**src/hw/rtl/assert_macros.svh**
```systemverilog
// Assertion helpers, clocked on clk and disabled during rst.
`ifndef ASSERT_MACROS_SVH
`define ASSERT_MACROS_SVH

// Same-cycle implication.
`define V3AU_ASSERT_IMPL(label, ante, cons, msg) \
  label: assert property (@(posedge clk) disable iff (rst) (ante) |-> (cons)) \
    else $error(msg);

// Next-cycle implication.
`define V3AU_ASSERT_NEXT(label, ante, cons, msg) \
  label: assert property (@(posedge clk) disable iff (rst) (ante) |=> (cons)) \
    else $error(msg);

`endif

```
**src/hw/rtl/v3au_pkg.sv**
```systemverilog
package v3au_pkg;

  localparam int WORD_BITS  = 32;
  localparam int FRAC_BITS  = 16;
  localparam int FUNC_W     = 3;
  localparam int SQ_W       = 2 * WORD_BITS;
  localparam int NUM_W      = WORD_BITS + FRAC_BITS;
  localparam int IN_DATA_W  = 7 * WORD_BITS;
  localparam int OUT_DATA_W = 4 * WORD_BITS;

  typedef logic signed [WORD_BITS-1:0] word_t;
  typedef logic [WORD_BITS-1:0]        uword_t;
  typedef logic [SQ_W-1:0]             sq_t;
  typedef logic [NUM_W-1:0]            num_t;

  typedef enum logic [FUNC_W-1:0] {
    FN_ADD, FN_SUB, FN_SCALE, FN_DIV, FN_MAG, FN_NORM, FN_DOT, FN_CROSS
  } func_t;

endpackage

```
**src/hw/rtl/v3au_sqrt.sv**
```systemverilog
module v3au_sqrt (
  input  logic             clk,
  input  logic             en,
  input  v3au_pkg::sq_t    value,
  output v3au_pkg::uword_t root
);
  import v3au_pkg::*;

  localparam int STAGES = WORD_BITS;
  localparam int REM_W  = WORD_BITS + 1;
  localparam int SH_W   = WORD_BITS + 3;

  logic [REM_W-1:0] rem_q   [STAGES];
  uword_t           root_q  [STAGES];
  sq_t              bits_q  [STAGES];
  logic [REM_W-1:0] rem_in  [STAGES];
  uword_t           root_in [STAGES];
  sq_t              bits_in [STAGES];
  logic [SH_W-1:0]  rem_sh  [STAGES];
  logic [SH_W-1:0]  trial   [STAGES];
  logic             take    [STAGES];

  // one root bit per stage
  always_comb begin
    for (int k = 0; k < STAGES; k++) begin
      if (k == 0) begin
        rem_in[k]  = '0;
        root_in[k] = '0;
        bits_in[k] = value;
      end else begin
        rem_in[k]  = rem_q[k-1];
        root_in[k] = root_q[k-1];
        bits_in[k] = bits_q[k-1];
      end
      rem_sh[k] = {rem_in[k], bits_in[k][SQ_W-1 -: 2]};
      trial[k]  = {1'b0, root_in[k], 2'b01};
      take[k]   = rem_sh[k] >= trial[k];
    end
  end

  always_ff @(posedge clk) begin
    if (en) begin
      for (int k = 0; k < STAGES; k++) begin
        rem_q[k]  <= take[k] ? REM_W'(rem_sh[k] - trial[k]) : rem_sh[k][REM_W-1:0];
        root_q[k] <= {root_in[k][WORD_BITS-2:0], take[k]};
        bits_q[k] <= bits_in[k] << 2;
      end
    end
  end

  assign root = root_q[STAGES-1];

endmodule

```
**config.mk**
```make
export PLATFORM = sky130hd
export DESIGN_NAME = v3au_sqrt
export DESIGN_NICKNAME = d
export VERILOG_FILES = /design/src/hw/rtl/assert_macros.svh /design/src/hw/rtl/v3au_pkg.sv /design/src/hw/rtl/v3au_sqrt.sv
export SDC_FILE = /design/constraint.sdc
export NUM_CORES = 2
export LEC_CHECK = 0
export BUFFER_PORTS_ARGS = -buffer_cell sky130_fd_sc_hd__buf_2
export CAP_MARGIN = 10
export CORE_ASPECT_RATIO = 0.5
export CORE_MARGIN = 4
export CORE_UTILIZATION = 50
export CTS_BUF_LIST = sky130_fd_sc_hd__clkbuf_8 sky130_fd_sc_hd__clkbuf_16
export DETAILED_ROUTE_END_ITERATION = 12
export PLACE_DENSITY = 0.65
export RECOVER_POWER = 100
export SETUP_SLACK_MARGIN = 0.05
export SLEW_MARGIN = 20
export SYNTH_ARGS = -nofsm -noshare
export SYNTH_HDL_FRONTEND = slang
export SYNTH_MEMORY_MAX_BITS = 65536
export SYNTH_SLANG_ARGS = --single-unit
```
**constraint.sdc**
```tcl
create_clock -name clk -period 6.95 [get_ports clk]
set_clock_uncertainty 0.05 [all_clocks]
set_input_delay 1.0425 -clock clk [delete_from_list [all_inputs] [get_ports clk]]
set_output_delay 1.0425 -clock clk [all_outputs]
set_load 0.005 [all_outputs]
```
==> impl_metrics.py <==
metrics = {
    "floorplanning": {
        "num_rows": 124,
        "die_h_um": 348,
        "num_io_pins": 98,
        "die_w_um": 687,
        "die_area_sq_um": 239000,
        "coreArea_sq_um": 229000,
        "start_util": 0.504,
    },
    "place": {
        "dp_hpwl_um": 150000,
        "io_buffers": 97,
        "gp_congestion": 0.914,
    },
    "routing": {
        "firstDrtPassIters": 8,
        "drc_errors": 0,
        "wl_per_cell_um": 16.8,
        "first_iter_violations": 4266,
        "ant_nets": 0,
        "dr_total_vias": 66200,
        "viasPerCell": 5.33,
        "drt_wl_total_um": 208000,
    },
    "clock_tree": {
        "cts_tree": "yes",
        "cts_root_buffer": "clkbuf_16",
        "clockBufferDepth": 4,
        "cts_hold_buf": 0,
        "clock_sinks": 2495,
        "htreeDepth": 4,
        "cts_resized": 0,
        "cts_buffers": 227,
        "clk_pin_slew_ns": 0.07,
        "cts_setup_buffers": 0,
        "clk_latency_ns": 0.85,
    },
    "worst_setup_path": {
        "critical_path_class": "in -> reg",
        "path_max_fanout": 147,
        "r2r_cells": 11,
        "rr_endpoint": "rem_q[1][335]",
        "r2r_setup_slack_ns": 1.34,
        "cp_slowest_cell": "clkbuf_2",
        "cp.required_ns": 7.28,
        "r2r_start": "rem_q[1][298]",
        "cpPeakStageDelay_ns": 2.56,
        "crit_path_end_kind": "register",
        "crit_family": "buffers and inverters",
        "crit_chain": "buf_12 > clkbuf_1 > clkbuf_2",
        "cp.arrival_ns": 5.94,
        "start_kind": "input port",
        "cp-startpoint": "en",
        "worst-path-buf-inv": 3,
    },
    "pwr": {
        "peakVddDrop_mv": 0.211,
        "power_mw": 40.9,
        "p_sw_frac": 0.278,
        "pwr-share-comb": 0.202,
        "power_density_nw_per_um2": 322,
        "p_clk_frac": 0.305,
        "intPower_mw": 29.5,
        "power_leakage_nw": 48.1,
        "p_seq_frac": 0.494,
        "p_switching_mw": 11.4,
    },
    "synthesis": {
        "syn_inst": 8916,
        "synth_top_area_frac": 0.649,
        "yosysSeqAreaShare": 0.649,
        "yosysMostFrequentCell": "edfxtp_1",
        "synth_top_cell_by_area": "edfxtp_1",
        "synth_seq_cells": 2495,
        "synth.cell_area_sq_um": 115000,
        "synth-edff-count": 2495,
        "synth_flop_cell": "edfxtp_1",
        "yosysWarningCount": 0,
        "synth_cell_type_count": 88,
        "synth-async-reset-ratio": 0,
        "netlist_top_cells_count": "2495 x edfxtp_1, 715 x inv_1, 668 x nand2_1",
        "synth.area.top_cells": "edfxtp_1 65%, ha_1 6.1%, xnor2_1 3.1%",
        "syn_avg_cell_area_sq_um": 12.9,
        "syn-num-nets": 9543,
    },
    "sta": {
        "worstMarginPinSlew_ns": 4.52,
        "setup_viol": 0,
        "slew_violations": 2365,
        "fin_setup_tns_ns": 0,
        "max_freq_mhz": 178,
        "slew_headroom": -2.01,
        "hold_violations": 0,
        "rsz0062_at_grt": "no",
        "fin_crit_sh": 0.808,
        "min_period_ns": 5.61,
    },
    "status": {
        "violations": "capacitance limit, slew limit",
        "outcome": "finished with violations",
    },
    "grt": {
        "grt_busiest_layer": "met2",
        "use_met2": 0.319,
        "antenna_found_initial": 0,
        "grt_start_max_net_pins": 178,
        "grt_pass1_wl_um": 336000,
        "use_met1": 0.199,
        "grtUsageMet3": 0.0249,
        "gr-usage-all-layers": 0.172,
        "overflow": 0,
        "grt_pass1_vias": 65300,
    },
    "flow_run": {
        "cap_violations": 38,
    },
    "hold_path": {
        "hold_path_startpoint": "value[6]",
        "hold_end": "bits_q[0][6]",
        "hold_depth": 1,
        "hold_class": "in -> reg",
    },
    "final_layout": {
        "drive_above_1_share": 0.0602,
        "nNetsFinal": 9771,
        "num_antenna_cells": 0,
        "area.growth.synth_to_final_pct": 9.87,
    },
}
==> worst max-delay path by stage <==
stage,endpoint,cells past startpoint
5_1_grt,rem_q[1][335],11
3_5_place_dp,rem_q[0][346],10
6_report,bits_q[1][736],3
4_1_cts,rem_q[0][354],10
2_1_floorplan,rem_q[0][295],10
3_3_place_gp,rem_q[0][354],10
==> metrics by stage <==
stage          cell area, sq um  utilization  setup slack (ns)  cells  hold WS (ns)
3_5_place_dp             120000        0.524              1.94  12000         0.355
6_report                 127000        0.554              1.34  12400         0.307
3_3_place_gp             120000        0.524              1.97  12000         0.350
4_1_cts                  127000        0.556              1.92  12400         0.222
5_1_grt                  127000        0.554             0.828  12400         0.228
2_1_floorplan            115000            -              3.02   8916         0.350
==> cell usage in the layout (no fill, tap or decap), types with 107 or more instances in the layout <==
cell	Yosys	final
a21oi_1	503	503
nand2b_1	107	107
nor3_1	226	226
nand2_1	668	668
xor2_1	386	386
xnor2_1	406	406
edfxtp_1	2495	2495
nand3_1	140	140
nor2_1	546	546
o21ai_0	526	527
a21o_1	228	228
inv_1	715	748
clkbuf_16	0	229
ha_1	561	561
==> state kept, by name (all words and copies together) (netlist names) <==
name,cells
bits_q,992
rem_q,975
root_q,528
==> logic make-up after synthesis <==
| family | share of synthesized area |
|---|---|
| AOI/OAI and AO/OA | 0.0937 |
| other | 0.0000325 |
| and+or+nand+nor | 0.0994 |
| adders and majority gates | 0.0608 |
| buffers and inverters | 0.0288 |
| DFF | 0.649 |
| xor gates and xnor gates | 0.0602 |
| muxes | 0.00774 |
==> area by class of cell <==
class	instances	area (sq um)
flip-flops and latches	2495	74900
inverters	717	2690
repair buffers	165	820
well taps	3087	3860
fillers	18700	102000
clock buffers	229	5730
multi-input cells	5538	37100
clock inverters	188	1630
==> metal layers <==
layer	wire, um	part of all wire	up-vias
met5	0	0	-
li1	-	-	33300
met1	84400	0.41	31300
met3	6730	0.032	492
met4	9650	0.046	0
met2	108000	0.52	1079
==> power groups by stage <==
stage                     logic, mW  registers, mW  clock network [mW]
final                          8.25           20.2                12.4
after CTS                      8.32           20.1                12.9
after detailed placement       8.27           20.4                   0
after global placement         8.14           20.4                   0
after floorplan                6.23           20.0                   0
after global routing           9.29           20.4                13.5
No activity file was read; power rests on OpenSTA's default activity.
